--- src/rtl/core/tbsp_pkg.sv ---
`timescale 1ns / 1ps
`default_nettype none

package tbsp_pkg;

  localparam int unsigned PositionBits = 32;
  localparam int unsigned PosW         = PositionBits + 1;
  localparam int unsigned TagLen       = 6;
  localparam int unsigned HeaderLen    = 10;

  typedef enum logic [1:0] {
    PH_HUNT   = 2'd0,
    PH_LENGTH = 2'd1,
    PH_BODY   = 2'd2
  } phase_e;

  localparam logic [1:0] ST_OK      = 2'd0;
  localparam logic [1:0] ST_SHORT   = 2'd1;
  localparam logic [1:0] ST_OVERRUN = 2'd2;
  localparam logic [1:0] ST_NOBLOCK = 2'd3;

  localparam logic KIND_BLOCK = 1'b0;
  localparam logic KIND_FINAL = 1'b1;

  typedef struct packed {
    logic [7:0] data_byte;
    logic       final_byte;
  } in_beat_t;

  typedef struct packed {
    logic        record_kind;
    logic [31:0] block_number;
    logic [31:0] body_offset;
    logic [31:0] body_length;
    logic [31:0] byte_sum;
    logic [1:0]  parse_status;
    logic [31:0] blocks_found;
    logic        last_record;
  } out_beat_t;

  function automatic logic [7:0] tag_byte(input logic [2:0] idx);
    logic [7:0] b;
    case (idx)
      3'd0:    b = 8'h42;
      3'd1:    b = 8'h4C;
      3'd2:    b = 8'h4F;
      3'd3:    b = 8'h43;
      3'd4:    b = 8'h4B;
      3'd5:    b = 8'h20;
      default: b = 8'h00;
    endcase
    return b;
  endfunction

endpackage

`default_nettype wire

--- src/rtl/core/tagged_block_stream_parser.sv ---
// A record enters a registered output queue when the byte that causes it is accepted.
// Throughput: one byte per cycle unless stalled; a final byte that also closes a
//   block gives two records, popped one per unstalled cycle from a 3-entry queue.
// Input stall rises while two or more records wait in that queue.
// Reset: parser state returns to tag hunt, all counters clear, queue empties.
`timescale 1ns / 1ps
`default_nettype none

module tagged_block_stream_parser (
  input  wire                      clk_i,
  input  wire                      rst_ni,
  input  wire                      in_valid_i,
  output logic                     in_stall_o,
  input  wire tbsp_pkg::in_beat_t  in_data_i,
  output logic                     out_valid_o,
  input  wire                      out_stall_i,
  output tbsp_pkg::out_beat_t      out_data_o
);
  import tbsp_pkg::*;

  localparam logic [PosW-1:0] PosMax = '1;

  phase_e          phase_q, phase_d;
  logic [2:0]      tag_q, tag_d;
  logic [1:0]      lbs_q, lbs_d;
  logic [31:0]     len_q, len_d;
  logic [31:0]     rem_q, rem_d;
  logic [PosW-1:0] pos_q, pos_d;
  logic [PosW-1:0] start_q, start_d;
  logic [31:0]     sum_q, sum_d;
  logic [31:0]     cnt_q, cnt_d;

  out_beat_t       queue_q [3];
  out_beat_t       queue_d [3];
  logic [1:0]      fill_q, fill_d;

  logic            accept, pop;
  logic [7:0]      b;
  logic            fin;
  logic            blk_emit;
  logic [31:0]     len_new;
  logic [31:0]     rem_new;
  logic [PosW+31:0] start_ext;
  out_beat_t       blk_rec, fin_rec, res0, res1;
  logic [1:0]      n_res, base;
  logic [1:0]      status;

  assign accept      = in_valid_i && !in_stall_o;
  assign pop         = out_valid_o && !out_stall_i;
  assign in_stall_o  = fill_q >= 2'd2;
  assign out_valid_o = fill_q != 2'd0;
  assign out_data_o  = queue_q[0];
  assign b           = in_data_i.data_byte;
  assign fin         = in_data_i.final_byte;

  always_comb begin
    phase_d  = phase_q;
    tag_d    = tag_q;
    lbs_d    = lbs_q;
    len_d    = len_q;
    rem_d    = rem_q;
    start_d  = start_q;
    sum_d    = sum_q;
    cnt_d    = cnt_q;
    blk_emit = 1'b0;
    len_new  = len_q;
    rem_new  = rem_q - 32'd1;
    pos_d    = (pos_q != PosMax) ? pos_q + PosW'(1) : pos_q;
    case (lbs_q)
      2'd0:    len_new = len_q | {24'd0, b};
      2'd1:    len_new = len_q | {16'd0, b, 8'd0};
      2'd2:    len_new = len_q | {8'd0, b, 16'd0};
      default: len_new = len_q | {b, 24'd0};
    endcase

    unique case (phase_q)
      PH_HUNT: begin
        if (tag_q < 3'(TagLen) && b == tag_byte(tag_q)) begin
          tag_d = tag_q + 3'd1;
        end else begin
          tag_d = (b == tag_byte(3'd0)) ? 3'd1 : 3'd0;
        end
        if (tag_d >= 3'(TagLen)) begin
          tag_d   = 3'd0;
          phase_d = PH_LENGTH;
          lbs_d   = 2'd0;
          len_d   = 32'd0;
        end
      end
      PH_LENGTH: begin
        len_d = len_new;
        if (lbs_q == 2'd3) begin
          lbs_d   = 2'd0;
          start_d = pos_d;
          rem_d   = len_new;
          if (len_new == 32'd0) begin
            blk_emit = 1'b1;
            phase_d  = PH_HUNT;
          end else begin
            phase_d = PH_BODY;
          end
        end else begin
          lbs_d = lbs_q + 2'd1;
        end
      end
      PH_BODY: begin
        sum_d = sum_q + {24'd0, b};
        rem_d = rem_new;
        if (rem_new == 32'd0) begin
          blk_emit = 1'b1;
          phase_d  = PH_HUNT;
          tag_d    = 3'd0;
        end
      end
      default: begin
        phase_d = PH_HUNT;
      end
    endcase

    start_ext = {32'd0, start_d};
    blk_rec              = '0;
    blk_rec.record_kind  = KIND_BLOCK;
    blk_rec.block_number = cnt_q;
    blk_rec.body_offset  = start_ext[31:0];
    blk_rec.body_length  = len_d;
    blk_rec.byte_sum     = sum_d;
    if (blk_emit) begin
      cnt_d = cnt_q + 32'd1;
    end

    if (pos_d < PosW'(HeaderLen)) begin
      status = ST_SHORT;
    end else if (phase_d == PH_BODY) begin
      status = ST_OVERRUN;
    end else if (cnt_d == 32'd0) begin
      status = ST_NOBLOCK;
    end else begin
      status = ST_OK;
    end
    fin_rec              = '0;
    fin_rec.record_kind  = KIND_FINAL;
    fin_rec.byte_sum     = sum_d;
    fin_rec.parse_status = status;
    fin_rec.blocks_found = cnt_d;
    fin_rec.last_record  = 1'b1;

    if (fin) begin
      phase_d = PH_HUNT;
      tag_d   = 3'd0;
      lbs_d   = 2'd0;
      len_d   = 32'd0;
      rem_d   = 32'd0;
      pos_d   = '0;
      start_d = '0;
      sum_d   = 32'd0;
      cnt_d   = 32'd0;
    end
  end

  always_comb begin
    res0  = blk_emit ? blk_rec : fin_rec;
    res1  = fin_rec;
    n_res = accept ? ({1'b0, blk_emit} + {1'b0, fin}) : 2'd0;
    base  = fill_q - {1'b0, pop};
    for (int i = 0; i < 3; i++) begin
      queue_d[i] = queue_q[i];
      if (pop && i < 2) begin
        queue_d[i] = queue_q[i + 1];
      end
      if (n_res != 2'd0 && base == 2'(i)) begin
        queue_d[i] = res0;
      end
      if (n_res == 2'd2 && base + 2'd1 == 2'(i)) begin
        queue_d[i] = res1;
      end
    end
    fill_d = base + n_res;
  end

  always_ff @(posedge clk_i or negedge rst_ni) begin
    if (!rst_ni) begin
      phase_q <= PH_HUNT;
      tag_q   <= 3'd0;
      lbs_q   <= 2'd0;
      len_q   <= 32'd0;
      rem_q   <= 32'd0;
      pos_q   <= '0;
      start_q <= '0;
      sum_q   <= 32'd0;
      cnt_q   <= 32'd0;
      fill_q  <= 2'd0;
    end else begin
      if (accept) begin
        phase_q <= phase_d;
        tag_q   <= tag_d;
        lbs_q   <= lbs_d;
        len_q   <= len_d;
        rem_q   <= rem_d;
        pos_q   <= pos_d;
        start_q <= start_d;
        sum_q   <= sum_d;
        cnt_q   <= cnt_d;
      end
      fill_q <= fill_d;
    end
  end

  always_ff @(posedge clk_i) begin
    queue_q <= queue_d;
  end

endmodule

`default_nettype wire

--- config.mk ---
export PLATFORM = sky130hd
export DESIGN_NAME = tagged_block_stream_parser
export DESIGN_NICKNAME = d
export VERILOG_FILES = /design/src/rtl/core/tbsp_pkg.sv /design/src/rtl/core/tagged_block_stream_parser.sv
export SDC_FILE = /design/constraint.sdc
export NUM_CORES = 1
export LEC_CHECK = 0
export BUFFER_PORTS_ARGS = -buffer_cell sky130_fd_sc_hd__buf_2
export CAP_MARGIN = 10
export CORE_ASPECT_RATIO = 0.75
export CORE_MARGIN = 1.5
export CORE_UTILIZATION = 38
export CTS_CLUSTER_SIZE = 24
export DETAILED_ROUTE_END_ITERATION = 8
export PLACE_DENSITY = 0.56
export SYNTH_ARGS = -nofsm -noshare
export SYNTH_HDL_FRONTEND = slang
export SYNTH_SLANG_ARGS = --single-unit
--- constraint.sdc ---
create_clock -name clk_i -period 9 [get_ports clk_i]
set_clock_uncertainty 0.1 [all_clocks]
set_input_delay 0.9 -clock clk_i [delete_from_list [all_inputs] [get_ports clk_i]]
set_output_delay 0.9 -clock clk_i [all_outputs]
set_load 0.05 [all_outputs]
==> Word level (Yosys, flattened, before mapping) <==
Cells that the tools add are included.
{ "totals": {"register_bits": 694} }
{ "op_classes": {"magnitude_cmp": 4, "bitwise_logic": 4, "n_reduce_logical": 32, "addsub": 10, "eq_ne": 22, "mux": 52} }
{ "ops": {"columns": ["op", "n"], "rows": [
  ["2-to-1 mux 164 bit", 5],
  ["2-to-1 mux 32 bit", 11],
  ["2-to-1 mux 67 bit", 4],
  ["one-hot mux 32 bit (2 select lines)", 2],
  ["logical NOT 32 bit", 3],
  ["one-hot mux 32 bit (3 select lines)", 1],
  ["2-to-1 mux 33 bit", 2],
  ["one-hot mux 7 bit (6 select lines)", 1],
  ["adder 33 x 1 -> 33 bit (second input constant)", 1],
  ["< comparator 33 x 4 -> 1 bit (second input constant)", 1],
  ["inequality test 33 bit (second input constant)", 1],
  ["adder 32 x 1 -> 32 bit (second input constant)", 1],
  ["adder 32 x 8 -> 32 bit", 1],
  ["bitwise OR 32 x 16 -> 32 bit", 1],
  ["bitwise OR 32 x 24 -> 32 bit", 1],
  ["bitwise OR 32 bit", 1],
  ["bitwise OR 32 x 8 -> 32 bit", 1],
  ["subtractor 32 x 1 -> 32 bit (second input constant)", 1],
  ["2-to-1 mux 2 bit", 12],
  ["2-to-1 mux 3 bit", 5],
  ["nonzero test 3 bit", 5],
  ["== test 2 bit (second input constant)", 7],
  ["nonzero test 2 bit", 5],
  ["logical AND 1 bit", 9],
  ["25 further kinds", 42]
]} }

==> Longest topological paths before layout <==
{ "logic_depth": {"ltp_word": 16, "mapped_depth": 23, "ltp_nobuf": 18} }

==> Worst setup path before layout <==
OpenSTA, ideal clock, no wires.
{ "synth_timing": {"path_kind": "flip-flop to flip-flop", "startpoint": "reg rem_q[0]", "endpoint": "reg queue_q[165] (netlist bit), enable pin", "synth_period_minus_slack_ns": 5.776, "arrival_time_ns": 5.251, "stages_incl_launch_ff": 18, "slack_ns": 3.224, "path_cell_list": "dfrtp_1 inv_1 ha_1 clkbuf_1 nor4b_2 nand4_1 buf_2 o31a_1 nor2_1 nand4_1 nor4_4 a22oi_2 nor2_2 and3_1 buf_2 nor2_1 clkbuf_1 nand2_1"} }
{ "synth_via": {"elab_chain_cells": 9, "elab_cells_between_ends": 11, "classes_between": "add/sub (2); eq/ne (1); mux (3); reduce/logical (5)"} }
{ "synth_rtl": {"columns": ["item", "line_no", "rtl"], "rows": [
  ["from (decl)", "tagged_block_stream_parser.sv:27", "logic [31:0] rem_q, rem_d;"],
  ["from (signal assigned)", "tagged_block_stream_parser.sv:198", "rem_q <= rem_d;"],
  ["subtractor 32 x 1 -> 32 bit (*)", "tagged_block_stream_parser.sv:67", "rem_new = rem_q - 32'd1;"],
  ["logical NOT 32 bit (*)", "tagged_block_stream_parser.sv:109", "if (rem_new == 32'd0) begin"],
  ["2-to-1 mux 1 bit (*)", "tagged_block_stream_parser.sv:109", null],
  ["one-hot mux 1 bit (2 select lines) (*)", "tagged_block_stream_parser.sv:76", "unique case (phase_q)"],
  ["adder 1 x 1 -> 2 bit (*)", "tagged_block_stream_parser.sv:163", "n_res = accept ? ({1'b0, blk_emit} + {1'b0, fin}) : 2'd0;"],
  ["2-to-1 mux 2 bit (*)", "tagged_block_stream_parser.sv:163", null],
  ["== test 2 bit / nonzero test 2 bit (equally long branches)", "tagged_block_stream_parser.sv:173, tagged_block_stream_parser.sv:170", null],
  ["logical AND 1 bit, on equally long branches", "tagged_block_stream_parser.sv:173, tagged_block_stream_parser.sv:170", null],
  ["nonzero test 3 bit (no line) (*)", null, null],
  ["to (signal assigned)", "tagged_block_stream_parser.sv:209", "queue_q <= queue_d;"],
  ["to (decl)", "tagged_block_stream_parser.sv:33", "out_beat_t queue_q [3];"]
]} }
Mark *: on every way between the ends. The rest lies on a longest branch, timed or not.
A chain may end at the register's enable or synchronous reset.

==> results_dict.tcl <==
set metrics [dict create \
    routed_wl_mm 121 \
    htree_levels 3 \
    cts_buffers 77 \
    tightest_slew_ps 1160 \
    place.detailed.hpwl_mm 77.4 \
    numPortBuffers 178 \
    yosys_most_used_dff "dfxtp_1" \
    r2r-end "out_data_o[35]" \
    hold_path_class "input pin to asynchronous set/reset pin" \
    fin_setup_tns_ps 0 \
    p_leak_nw 15.9 \
    worst_setup_path_start_kind "register" \
    clk_pin_slew_ps 70 \
    drtAntennaViolNets 0 \
    num_vias 32300 \
    p_sw_mw 4.41 \
    syn2layout_area_growth_pct 8.36 \
    ys_top_cells_by_count "866 x nand2_1, 524 x nor2_1, 421 x o21ai_0, 316 x nand3_1, 300 x clkbuf_1" \
    status "complete, no violations" \
    cts_buffer_depth 3 \
    yosys_warnings 0 \
    dp_slack_ps 2120 \
    cts_setup_buffers 0 \
    maxCapViolCount 0 \
    core-area_sq_mm 0.0953 \
    yosysMostFrequentCell "nand2_1" \
    drive_gt1_share_pct 9.44 \
    cts-root-buf "clkbuf_16" \
    rows 98 \
    synth.net_count 4592 \
    overflow 0 \
    clock_sinks 691 \
    wire_per_inst_microns 21.3 \
    pwr-share-clk_pct 29.5 \
    globalplace.congestion 0.946 \
    synth.avg_cell_area_sq_um 8.03 \
    async_reset_ff_share_pct 29.2 \
    rsz0062_at_grt "false" \
    die_w_microns 361 \
    fin_crit_ps 7050 \
    dieArea_sq_mm 0.0980 \
    p_total_mw 11.1 \
    yosysTopAreaCell "edfxtp_1" \
    stdcell_area_sq_mm 0.0396 \
    grt_use_total_pct 24.1 \
    syn_inst 4550 \
    cp_max_fo 84 \
    r2r_start "lbs_q[0]" \
    die_h_microns 271 \
    path_class "register to register" \
    cp-end-kind "register" \
    clk_latency_ps 680 \
    cts_hold_buffers 0 \
    antenna_cells 0 \
    combinationalPowerShare_pct 31.9 \
    tritoncts "done" \
    ys_ff_latch 691 \
    ctsResizeCount 0 \
    synthTopCellsByArea "edfxtp_1 16%, dfxtp_1 16%, dfrtp_1 14%" \
    power.share.sequential_pct 38.6 \
    grt_pass1_wl_mm 186 \
    drc 0 \
    viasPerCell 5.72 \
    post-route-worst-setup-slack_ps 1950 \
    io-pin-count 179 \
    reg2reg_depth 14 \
    synth_edf_count 198 \
    antenna_found_initial 4 \
    first_pass_iters 6 \
    drtIter0Drc 3493 \
    initial_core_util_pct 38.3 \
    synth_top_area_share_pct 16.3 \
    finalMaxSlewViolations 0 \
    post-route-period-util_pct 78.3 \
    dpl_cell_area_sq_mm 0.0370 \
    max_freq_ghz 0.142 \
    internal_power_mw 6.68 \
    synth.distinct_cells 86 \
    arrival_ps 7310 \
    hold_viol 0 \
    cp-endpoint "out_data_o[35]" \
    grt_max_degree 101 \
    yosysSeqAreaShare_pct 46.1 \
    synthesis.area_sq_mm 0.0365 \
    peakVddDrop_mv 0.229 \
    setup_violations 0 \
    slew-limit-headroom_pct 22.3 \
    grt_pass1_vias 29600 \
    power_density_mw_per_mm2 280 \
    crit_path_start "lbs_q[0]" \
    crit_required_ps 9260 \
    ff2ff_setup_slack_ps 1950 \
    netSwitchingFraction_pct 39.8 \
    nets 4383 \
]
==> cells in the final DEF, fill, tap and decap left out, types with 55 or more instances in the layout <==
cell	synthesis	layout
buf_2	35	176
edfxtp_1	198	198
xnor2_1	55	55
a21oi_1	282	281
clkbuf_16	0	79
buf_4	166	65
nor2_1	524	520
o21ai_0	421	420
dfxtp_1	291	291
a31oi_1	93	93
nor3_1	84	83
nand2_1	866	860
nand3_1	316	315
dfrtp_1	202	202
==> area by class of cell <==
type | count | area [sq um]
Fill cell | 9640 | 55700
Multi-Input combinational cell | 3275 | 17000
Sequential cell | 691 | 16800
Clock buffer | 104 | 2170
Tap cell | 1250 | 1560
Timing Repair Buffer | 244 | 1420
Clock inverter | 40 | 422
Inverter | 52 | 200
==> sequential cells by signal (all words and copies together) (netlist names) <==
signal	count
queue_q	326
tag_q	3
fill_q	2
pos_q	33
rem_q	32
phase_q	2
out_data_o	163
sum_q	32
start_q	32
lbs_q	2
cnt_q	32
len_q	32
==> how the worst min path moves through the flow <==
stage | cells past startpoint | endpoint | startpoint
global route | 1 | cnt_q[31] | rst_ni
floorplan | 2 | queue_q[163] | queue_q[163]
CTS | 1 | sum_q[26] | rst_ni
global placement | 2 | queue_q[163] | queue_q[163]
detailed placement | 2 | queue_q[163] | queue_q[163]
finish | 1 | cnt_q[31] | rst_ni
==> power by group through the flow <==
stage / registers, mW / clock network [mW] / logic, mW
2_1_floorplan: 4.15 / 0 / 2.95
3_3_place_gp: 4.34 / 0 / 3.50
3_5_place_dp: 4.33 / 0 / 3.52
4_1_cts: 4.28 / 3.34 / 3.53
5_1_grt: 4.34 / 3.46 / 3.85
6_report: 4.28 / 3.28 / 3.54
==> logic make-up (layout without fill, tap and decap cells) <==
| group | count (synthesis) | in the layout | share of synthesized area, % |
|---|---|---|---|
| flops | 691 | 691 | 46.1 |
| fa+ha+maj | 29 | 29 | 1.01 |
| xor+xnor | 89 | 89 | 2.13 |
| compound gates | 1087 | 1087 | 17.5 |
| mux | 30 | 30 | 0.833 |
| buf+inv | 584 | 440 | 7.87 |
| simple gates | 2040 | 2040 | 24.5 |
==> critical path, stage by stage (launching register included) <==
cell and delay [ps]:
dfrtp_1 410, ha_1 670, buf_4 470, nand3b_1 180
nand3_1 120, or4_1 580, or4_4 490, or4_1 680
o41ai_4 90, buf_4 330, inv_2 320, nor2_1 270
nand3_1 670, nand2_4 980, a21oi_1 170
==> layer usage <==
layer  share of wire [%]  vias up  track usage (%)
met5               0.011        -                0
met4                 2.2        2             6.15
met3                 8.4      163             4.74
met2                  40     1284             33.4
met1                  49    15600             37.6
li1                    -    15300                -
==> metrics by stage <==
stage / utilization, % / instances / hold slack [ps]
after floorplan: - / 4550 / 323
after global placement: 38.8 / 5511 / 333
after detailed placement: 38.8 / 5511 / 337
after CTS: 41.5 / 5655 / 236
after global routing: 41.5 / 5656 / 256
final: 41.5 / 5656 / 189
(Power assumes the default switching activity.)
